### config.mk
export PLATFORM = sky130hd
export DESIGN_NAME = remote_pulse_code_decoder_top_flat
export DESIGN_NICKNAME = d
export VERILOG_FILES = /design/src/rtl/rpcd_pkg.sv /design/src/rtl/rpcd_intf.sv /design/src/rtl/rpcd_csr.sv /design/src/rtl/rpcd_core.sv /design/src/rtl/remote_pulse_code_decoder_top.sv /design/src/flat_wrapper.sv
export SDC_FILE = /design/constraint.sdc
export NUM_CORES = 1
export LEC_CHECK = 0
export BUFFER_PORTS_ARGS = -buffer_cell sky130_fd_sc_hd__buf_4
export CORE_MARGIN = 5
export CORE_UTILIZATION = 60
export DETAILED_ROUTE_END_ITERATION = 10
export PLACE_DENSITY = 0.79
export SKIP_CTS_REPAIR_TIMING = 1
export SLEW_MARGIN = 15
export SYNTH_ARGS = -nofsm -noshare
export SYNTH_HDL_FRONTEND = slang
export SYNTH_SLANG_ARGS = --single-unit
### constraint.sdc
create_clock -name clock -period 6.5 [get_ports clock]
set_clock_uncertainty 0.1 [all_clocks]
set_input_delay 0.975 -clock clock [delete_from_list [all_inputs] [get_ports clock]]
set_output_delay 0.975 -clock clock [all_outputs]
set_load 0.1 [all_outputs]
### src/rtl/rpcd_pkg.sv
package rpcd_pkg;

   localparam int TIME_W     = 32;
   localparam int CODE_W     = 32;
   localparam int POS_W      = 6;
   localparam int INDEX_W    = 2;
   localparam int HIGH_W     = 16;
   localparam int GAP_W      = 20;
   localparam int ADDR_W     = 5;
   localparam int DATA_W     = 32;
   localparam int MAX_KEYS   = 4;
   localparam int WORD_BITS  = 32;

   // register map, one 32-bit word per register
   typedef enum logic [2:0] {
      REG_KEY_CODE_0  = 3'd0,
      REG_KEY_CODE_1  = 3'd1,
      REG_KEY_CODE_2  = 3'd2,
      REG_KEY_CODE_3  = 3'd3,
      REG_LONG_HIGH   = 3'd4,
      REG_SHORT_HIGH  = 3'd5,
      REG_FRAME_GAP   = 3'd6,
      REG_MIN_LOW     = 3'd7
   } csr_index_type;

   typedef logic [CODE_W-1:0] key_reset_type [MAX_KEYS];

   localparam key_reset_type KEY_RESET = '{
      32'd6342651, 32'd3196923, 32'd25217019, 32'd12634107
   };
   localparam logic [HIGH_W-1:0] LONG_HIGH_RESET  = 16'd700;
   localparam logic [HIGH_W-1:0] SHORT_HIGH_RESET = 16'd100;
   localparam logic [GAP_W-1:0]  FRAME_GAP_RESET  = 20'd5000;
   localparam logic [HIGH_W-1:0] MIN_LOW_RESET    = 16'd700;

   // timing thresholds handed from the register block to the decoder
   typedef struct packed {
      logic [HIGH_W-1:0] long_high_us;
      logic [HIGH_W-1:0] short_high_us;
      logic [GAP_W-1:0]  frame_gap_us;
      logic [HIGH_W-1:0] min_low_us;
   } thresh_type;

endpackage

### src/rtl/rpcd_intf.sv
interface rpcd_req_if;
   logic        valid;
   logic        ready;
   logic        level;
   logic [31:0] time_us;

   modport source (output valid, output level, output time_us, input ready);
   modport sink   (input valid, input level, input time_us, output ready);
endinterface

interface rpcd_rsp_if;
   logic        valid;
   logic        ready;
   logic [1:0]  key_index;
   logic [31:0] frame_code;

   modport source (output valid, output key_index, output frame_code, input ready);
   modport sink   (input valid, input key_index, input frame_code, output ready);
endinterface

### src/rtl/rpcd_csr.sv
module rpcd_csr
   import rpcd_pkg::*;
#(
   parameter int KEY_COUNT = 4
) (
   input  logic              clock,
   input  logic              reset,
   input  logic              psel,
   input  logic              penable,
   input  logic              pwrite,
   input  logic [ADDR_W-1:0] paddr,
   input  logic [DATA_W-1:0] pwdata,
   output logic [DATA_W-1:0] prdata,
   output logic              pready,
   output logic [CODE_W-1:0] key_code [KEY_COUNT],
   output thresh_type        thresh
);

   logic [CODE_W-1:0] key_ff [KEY_COUNT];
   logic [CODE_W-1:0] key_view [MAX_KEYS];
   thresh_type        thresh_ff;
   logic              wr_en;
   csr_index_type     wr_index;

   assign pready   = 1'b1;
   assign wr_en    = psel && penable && pwrite;
   assign wr_index = csr_index_type'(paddr[4:2]);

   for (genvar g = 0; g < MAX_KEYS; g++) begin : g_view
      if (g < KEY_COUNT) begin : g_real
         assign key_view[g] = key_ff[g];
      end else begin : g_none
         assign key_view[g] = '0;
      end
   end

   for (genvar g = 0; g < KEY_COUNT; g++) begin : g_key
      always_ff @(posedge clock) begin
         if (reset) begin
            key_ff[g] <= KEY_RESET[g];
         end else if (wr_en && (paddr[4:2] == 3'(g))) begin
            key_ff[g] <= pwdata;
         end
      end
      assign key_code[g] = key_ff[g];
   end

   always_ff @(posedge clock) begin
      if (reset) begin
         thresh_ff.long_high_us  <= LONG_HIGH_RESET;
         thresh_ff.short_high_us <= SHORT_HIGH_RESET;
         thresh_ff.frame_gap_us  <= FRAME_GAP_RESET;
         thresh_ff.min_low_us    <= MIN_LOW_RESET;
      end else if (wr_en) begin
         unique case (wr_index)
            REG_LONG_HIGH:  thresh_ff.long_high_us  <= pwdata[HIGH_W-1:0];
            REG_SHORT_HIGH: thresh_ff.short_high_us <= pwdata[HIGH_W-1:0];
            REG_FRAME_GAP:  thresh_ff.frame_gap_us  <= pwdata[GAP_W-1:0];
            REG_MIN_LOW:    thresh_ff.min_low_us    <= pwdata[HIGH_W-1:0];
            default: ;
         endcase
      end
   end

   assign thresh = thresh_ff;

   always_comb begin
      unique case (csr_index_type'(paddr[4:2]))
         REG_KEY_CODE_0: prdata = key_view[0];
         REG_KEY_CODE_1: prdata = key_view[1];
         REG_KEY_CODE_2: prdata = key_view[2];
         REG_KEY_CODE_3: prdata = key_view[3];
         REG_LONG_HIGH:  prdata = DATA_W'(thresh_ff.long_high_us);
         REG_SHORT_HIGH: prdata = DATA_W'(thresh_ff.short_high_us);
         REG_FRAME_GAP:  prdata = DATA_W'(thresh_ff.frame_gap_us);
         REG_MIN_LOW:    prdata = DATA_W'(thresh_ff.min_low_us);
         default:        prdata = '0;
      endcase
   end

endmodule

### src/rtl/rpcd_core.sv
module rpcd_core
   import rpcd_pkg::*;
#(
   parameter int KEY_COUNT = 4
) (
   input  logic              clock,
   input  logic              reset,
   input  logic [CODE_W-1:0] key_code [KEY_COUNT],
   input  thresh_type        thresh,
   rpcd_req_if.sink          req_ch,
   rpcd_rsp_if.source        rsp_ch
);

   // input register
   logic              in_valid_ff, in_valid_in;
   logic              level_ff;
   logic [TIME_W-1:0] time_ff;

   // decoder state
   logic [TIME_W-1:0] rise_ff, rise_in;
   logic [TIME_W-1:0] fall_ff, fall_in;
   logic [POS_W-1:0]  pos_ff, pos_in;
   logic [CODE_W-1:0] word_ff, word_in;

   // result register
   logic               rsp_valid_ff, rsp_valid_in;
   logic [INDEX_W-1:0] index_ff, index_in;
   logic [CODE_W-1:0]  code_ff;

   logic              in_accept;
   logic              advance;
   logic              work;
   logic              found;
   logic [TIME_W-1:0] dt_rise;
   logic [TIME_W-1:0] dt_fall;

   // the result register frees when empty or taken this cycle
   assign advance      = !rsp_valid_ff || rsp_ch.ready;
   assign work         = in_valid_ff && advance;
   assign req_ch.ready = !in_valid_ff || advance;
   assign in_accept    = req_ch.valid && req_ch.ready;
   assign in_valid_in  = in_accept || (in_valid_ff && !work);

   assign dt_rise = time_ff - rise_ff;
   assign dt_fall = time_ff - fall_ff;

   always_comb begin
      rise_in  = rise_ff;
      fall_in  = fall_ff;
      pos_in   = pos_ff;
      word_in  = word_ff;
      found    = 1'b0;
      index_in = '0;
      for (int k = 0; k < KEY_COUNT; k++) begin
         if (word_ff == key_code[k]) begin
            found    = 1'b1;
            index_in = INDEX_W'(k);
         end
      end
      if (work) begin
         if (!level_ff) begin
            if (dt_rise > TIME_W'(thresh.long_high_us)) begin
               fall_in = time_ff;
               if (pos_ff < POS_W'(WORD_BITS)) begin
                  word_in = word_ff | (CODE_W'(1) << pos_ff[4:0]);
                  pos_in  = pos_ff + POS_W'(1);
               end
            end else if (dt_rise > TIME_W'(thresh.short_high_us)) begin
               fall_in = time_ff;
               if (pos_ff < POS_W'(WORD_BITS)) begin
                  pos_in = pos_ff + POS_W'(1);
               end
            end
         end else if (dt_fall > TIME_W'(thresh.frame_gap_us)) begin
            word_in = '0;
            pos_in  = '0;
         end else if (dt_fall > TIME_W'(thresh.min_low_us)) begin
            rise_in = time_ff;
         end
      end
   end

   // a result comes only from a rising edge that closes a frame with a match
   assign rsp_valid_in = advance ? (work && level_ff && found &&
                                    (dt_fall > TIME_W'(thresh.frame_gap_us)))
                                 : rsp_valid_ff;

   always_ff @(posedge clock) begin
      if (reset) begin
         in_valid_ff  <= 1'b0;
         rsp_valid_ff <= 1'b0;
         rise_ff      <= '0;
         fall_ff      <= '0;
         pos_ff       <= '0;
         word_ff      <= '0;
      end else begin
         in_valid_ff  <= in_valid_in;
         rsp_valid_ff <= rsp_valid_in;
         rise_ff      <= rise_in;
         fall_ff      <= fall_in;
         pos_ff       <= pos_in;
         word_ff      <= word_in;
      end
   end

   always_ff @(posedge clock) begin
      if (in_accept) begin
         level_ff <= req_ch.level;
         time_ff  <= req_ch.time_us;
      end
      if (work) begin
         index_ff <= index_in;
         code_ff  <= word_ff;
      end
   end

   assign rsp_ch.valid      = rsp_valid_ff;
   assign rsp_ch.key_index  = index_ff;
   assign rsp_ch.frame_code = code_ff;

endmodule

### src/rtl/remote_pulse_code_decoder_top.sv
// Remote pulse-code decoder. Each transfer on req_ch is one edge of the
// receiver line (level after the edge, 32-bit microsecond timestamp, wrapping).
// A falling edge grades the high pulse since the last accepted rise: above
// long_high_us appends a one, above short_high_us a zero, anything shorter is
// dropped; the word holds 32 bits, first bit at position 0, and further bits
// are dropped. A rising edge after more than frame_gap_us of low closes the
// frame: the word is compared with the key codes, a match gives one transfer
// on rsp_ch with the highest matching key index and the raw word, and the
// word is cleared either way. A shorter low gap above min_low_us just records
// the rise time. The block takes one edge per clock: an edge is captured in
// the input register, decoded against the stored state in one pass and
// written to the result register. Back-pressure on rsp_ch stalls the input
// only while a result waits and the next edge is already held. Registers sit
// on an APB port at byte address 4*index, always ready; write them only while
// the block is idle.
module remote_pulse_code_decoder_top
   import rpcd_pkg::*;
#(
   parameter int KEY_COUNT = 4
) (
   input  logic              clock,
   input  logic              reset,
   rpcd_req_if.sink          req_ch,
   rpcd_rsp_if.source        rsp_ch,
   input  logic              psel,
   input  logic              penable,
   input  logic              pwrite,
   input  logic [ADDR_W-1:0] paddr,
   input  logic [DATA_W-1:0] pwdata,
   output logic [DATA_W-1:0] prdata,
   output logic              pready
);

   logic [CODE_W-1:0] key_code [KEY_COUNT];
   thresh_type        thresh;

   // register block: key codes and timing thresholds
   rpcd_csr #(
      .KEY_COUNT (KEY_COUNT)
   ) u_csr (
      .clock    (clock),
      .reset    (reset),
      .psel     (psel),
      .penable  (penable),
      .pwrite   (pwrite),
      .paddr    (paddr),
      .pwdata   (pwdata),
      .prdata   (prdata),
      .pready   (pready),
      .key_code (key_code),
      .thresh   (thresh)
   );

   // edge decoder: input register, single-pass decode, result register
   rpcd_core #(
      .KEY_COUNT (KEY_COUNT)
   ) u_core (
      .clock    (clock),
      .reset    (reset),
      .key_code (key_code),
      .thresh   (thresh),
      .req_ch   (req_ch),
      .rsp_ch   (rsp_ch)
   );

endmodule

### src/flat_wrapper.sv
// flat-port wrapper written by rule: the top's interface ports become plain ports
module remote_pulse_code_decoder_top_flat import rpcd_pkg::*;
#(
   parameter int KEY_COUNT = 4
)
  (clock, reset, psel, penable, pwrite, paddr, pwdata, prdata, pready, req_ch_valid, req_ch_level, req_ch_time_us, req_ch_ready, rsp_ch_valid, rsp_ch_key_index, rsp_ch_frame_code, rsp_ch_ready);
  rpcd_req_if req_ch_i ();
  rpcd_rsp_if rsp_ch_i ();
  input  logic clock;
  input  logic reset;
  input  logic psel;
  input  logic penable;
  input  logic pwrite;
  input  logic [ADDR_W-1:0] paddr;
  input  logic [DATA_W-1:0] pwdata;
  output logic [DATA_W-1:0] prdata;
  output logic pready;
  input wire logic [$bits(req_ch_i.valid)-1:0] req_ch_valid;
  input wire logic [$bits(req_ch_i.level)-1:0] req_ch_level;
  input wire logic [$bits(req_ch_i.time_us)-1:0] req_ch_time_us;
  output wire logic [$bits(req_ch_i.ready)-1:0] req_ch_ready;
  output wire logic [$bits(rsp_ch_i.valid)-1:0] rsp_ch_valid;
  output wire logic [$bits(rsp_ch_i.key_index)-1:0] rsp_ch_key_index;
  output wire logic [$bits(rsp_ch_i.frame_code)-1:0] rsp_ch_frame_code;
  input wire logic [$bits(rsp_ch_i.ready)-1:0] rsp_ch_ready;
  assign req_ch_i.valid = req_ch_valid;
  assign req_ch_i.level = req_ch_level;
  assign req_ch_i.time_us = req_ch_time_us;
  assign req_ch_ready = req_ch_i.ready;
  assign rsp_ch_valid = rsp_ch_i.valid;
  assign rsp_ch_key_index = rsp_ch_i.key_index;
  assign rsp_ch_frame_code = rsp_ch_i.frame_code;
  assign rsp_ch_i.ready = rsp_ch_ready;
  remote_pulse_code_decoder_top #(.KEY_COUNT(KEY_COUNT)) u_core (.clock(clock), .reset(reset), .req_ch(req_ch_i), .rsp_ch(rsp_ch_i), .psel(psel), .penable(penable), .pwrite(pwrite), .paddr(paddr), .pwdata(pwdata), .prdata(prdata), .pready(pready));
endmodule
==> flow_summary.ini <==
[outcome]
status = completed

[logic_synthesis]
synth_area_leaders = edfxtp_1, dfxtp_1, ha_1, xnor2_1, a21oi_1
muxShareOfSynthArea = 0.0513
synth_edf_count = 195
async_flop_share = 0
ys_warn_count = 0
synth-simple-area-share = 0.175
ys_top_cells_by_count = nand2_1, a21oi_1, edfxtp_1
synth_top_family_by_area = simple AND/OR/NAND/NOR gates
ys_dominant_reg_cell = edfxtp_1
synth_fp_nets = 2554
yosysSeqAreaShare = 0.421
synth_most_common_cell = nand2_1
synthCells = 2339
synth_area_leader_cell = edfxtp_1
synth_xor_area_frac = 0.0678
yosysUniqueCellTypes = 86
syn_area_mm2 = 0.0221
synth-compound-area-share = 0.151
avgSynthCellArea_um2 = 9.44
ys_ff_latch = 367
synth.top_cell.area_share = 0.265
synthAdderAreaFrac = 0.0789

[sta]
finalSetupViolCount = 0
finalCritPeriodShare = 0.938
tns_ns = 0
slew_violations = 0
worst_pin_slew_ns = 1.09
finalWorstPathRequiredPeriod_ns = 6.10
max_freq_mhz = 164
rsz0062_at_grt = false
hold_viol = 0
layout_setup_ws_ns = 0.405
holdWs_ns = 0.359
max_slew_margin = 0.271

[global_route]
grt_max_degree = 89
grt-ovfl-total = 0
grt_use_met3 = 0.0573
grt.busiest_layer = met2
grt_usage = 0.326
antenna_found_initial = 0
met2_usage = 0.520
use_met1 = 0.438
grt_pass1_vias = 17600
grt_pass1_wl_um = 104000

[cts]
clock_path_buffers = 3
cts_tree = built
clock-root-buffer = clkbuf_16
clock-sinks = 367
cts_max_level = 2
clk_pin_slew_ns = 0.07
clock_latency_ns = 0.57
cts_buffers = 41

[floorplan]
dieArea_mm2 = 0.0407
core_area_mm2 = 0.0364
start_util = 0.606
die_w_um = 202
die_h_um = 202
io_pins = 146
row_count = 70

[min_path]
hp-class = reg -> reg
hold_start = u_core.u_csr.thresh[30]
hold_end = u_core.u_csr.thresh[30]
hold_depth = 2

[power]
leakagePower_nw = 9.36
p_per_area_mw_per_mm2 = 247
ir_drop_mv = 0.250

[drt]
first_pass_iters = 6
vias_per_cell = 6.33
routed_wirelength_um = 68100
num_vias = 18400
wire_per_inst_um = 23.4
drt-initial-drc-count = 1919
postRouteAntennaNets = 0
route.detailed.drc = 0

[placed_design]
place_ws_ns = 0.496
place_hpwl_um = 50700
port_buffers = 142
gp_congestion = 0.958

[finish]
num-fill-cells = 2918
drive_above_1_share = 0.121
nets = 2622
area_delta_synth_final_pct = 11.8
diodes = 0

[setup_path]
required_ns = 6.92
cp_max_fo = 27
rr_startpoint = u_core.u_core.time_ff[0]
arrival_ns = 6.51
r2r_end = u_core.u_core.word_ff[24]
startpoint_type = flip-flop
end_kind = flip-flop
reg2regPathDepth = 22
crit_type = reg -> reg
r2r_setup_slack_ns = 0.40

[job]
maxCapViolations = 0
-- through the flow --
| step | cell area (um2) | util | std cells | power [mW] |
|---|---|---|---|---|
| final | 24700 | 0.677 | 2907 | 6.09 |
| after global routing | 24700 | 0.677 | 2907 | 6.33 |
| after CTS | 24700 | 0.677 | 2907 | 6.09 |
| after detailed placement | 23400 | 0.642 | 2832 | 3.89 |
| after global placement | 23400 | 0.642 | 2832 | 3.86 |
| after floorplan | 22100 | - | 2339 | 3.51 |
-- final cells by class --
cell class / instances / area (um2) / share of cell area
inverter: 149 / 559 / 0.0227
tap: 468 / 586 / 0.0237
sequential: 367 / 9300 / 0.377
clock inverter: 25 / 156 / 0.00634
timing repair buffer: 174 / 1310 / 0.0529
clock buffer: 50 / 1110 / 0.0450
multi-input combinational: 1674 / 11700 / 0.473
-- cell usage in the layout (no fill, tap or decap), types with 8 or more instances in the layout --
master / Yosys / final
o22ai_1: 17 / 17
clkbuf_16: 0 / 41
nor4_1: 21 / 19
o21ai_0: 102 / 102
nand4_1: 66 / 66
nand2b_1: 69 / 69
a21o_1: 19 / 19
a211oi_1: 9 / 9
nor3_1: 23 / 20
inv_1: 148 / 148
nor2_1: 129 / 128
and2_1: 94 / 94
o211ai_1: 15 / 15
a21oi_1: 196 / 196
ha_1: 136 / 136
or4_1: 8 / 8
nand2_1: 213 / 213
xnor2_1: 122 / 121
nor2b_1: 9 / 9
nand3_1: 59 / 59
buf_4: 4 / 174
and4_1: 9 / 9
and3_1: 13 / 13
a22o_1: 14 / 14
a211o_1: 20 / 20
a32o_1: 12 / 12
a22oi_1: 10 / 10
o221ai_1: 8 / 8
mux4_2: 23 / 23
edfxtp_1: 195 / 195
nand3b_1: 11 / 11
dfxtp_1: 172 / 172
a21boi_0: 8 / 8
xor2_1: 49 / 48
mux2i_1: 57 / 57
a41o_1: 8 / 8
clkinv_2: 0 / 8
a31oi_1: 8 / 8
or3_1: 8 / 8
o21a_1: 14 / 14
-- power breakdown --
part	total, mW	internal, mW	switching (mW)
Clock	2.23	1.23	0.998
Sequential	2.61	2.53	0.0851
Combinational	1.26	0.432	0.824
-- metal layers --
| layer | up-vias | wire length [um] |
|---|---|---|
| met5 | - | 0 |
| met4 | 0 | 3490 |
| met3 | 168 | 5890 |
| met2 | 902 | 31100 |
| met1 | 8801 | 27600 |
| li1 | 8520 | - |
-- worst max path at each step --
stage	start	endpoint	slack (ns)	cells after the start
after global placement	u_core.u_core.time_ff[0]	u_core.u_core.pos_ff[3]	0.52	23
final	u_core.u_core.time_ff[0]	u_core.u_core.word_ff[24]	0.40	22
after global routing	u_core.u_core.time_ff[0]	u_core.u_core.word_ff[24]	0.06	23
after floorplan	paddr[2]	prdata[18]	1.35	7
after CTS	u_core.u_core.time_ff[0]	u_core.u_core.word_ff[24]	0.47	22
after detailed placement	u_core.u_core.time_ff[0]	u_core.u_core.word_ff[28]	0.50	22
-- flip-flops by register name (all words and copies together) (netlist names) --
| signal | count |
|---|---|
| u_core.u_core.pos_ff | 6 |
| u_core.u_core.word_ff | 32 |
| u_core.u_core.rise_ff | 32 |
| u_core.u_core.in_valid_ff | 1 |
| u_core.u_csr.thresh | 68 |
| u_core.u_core.rsp_ch.key_index | 2 |
| u_core.u_csr.key_ff | 128 |
| u_core.u_core.rsp_ch.frame_code | 32 |
| u_core.u_core.time_ff | 32 |
| u_core.u_core.fall_ff | 32 |
| u_core.u_core.rsp_ch.valid | 1 |
| u_core.u_core.level_ff | 1 |
-- cells by family after synthesis --
group | Yosys count
mux | 84
flops | 367
buf+inv | 298
xor+xnor | 171
fa+ha+maj | 138
simple gates | 757
compound gates | 523
other cells | 1
-- worst max-delay path: stages (launching register included) --
cell and delay (ns):
edfxtp_1 0.41, inv_1 0.11, ha_1 0.16, inv_1 0.05, fa_1 0.39, a21o_1 0.19, a221o_2 0.41, a21oi_1 0.28
nand2_1 0.14, xor2_1 0.39, ha_1 0.34, a21o_1 0.17, o21ai_0 0.25, o2111ai_1 0.16, o31a_1 0.31, nor4_1 0.26
and4_1 0.25, nand4_1 0.16, o21bai_2 0.16, buf_4 0.18, and2b_1 0.59, and3_1 0.37, a41o_1 0.21
No activity file was read; power rests on OpenSTA's default activity.
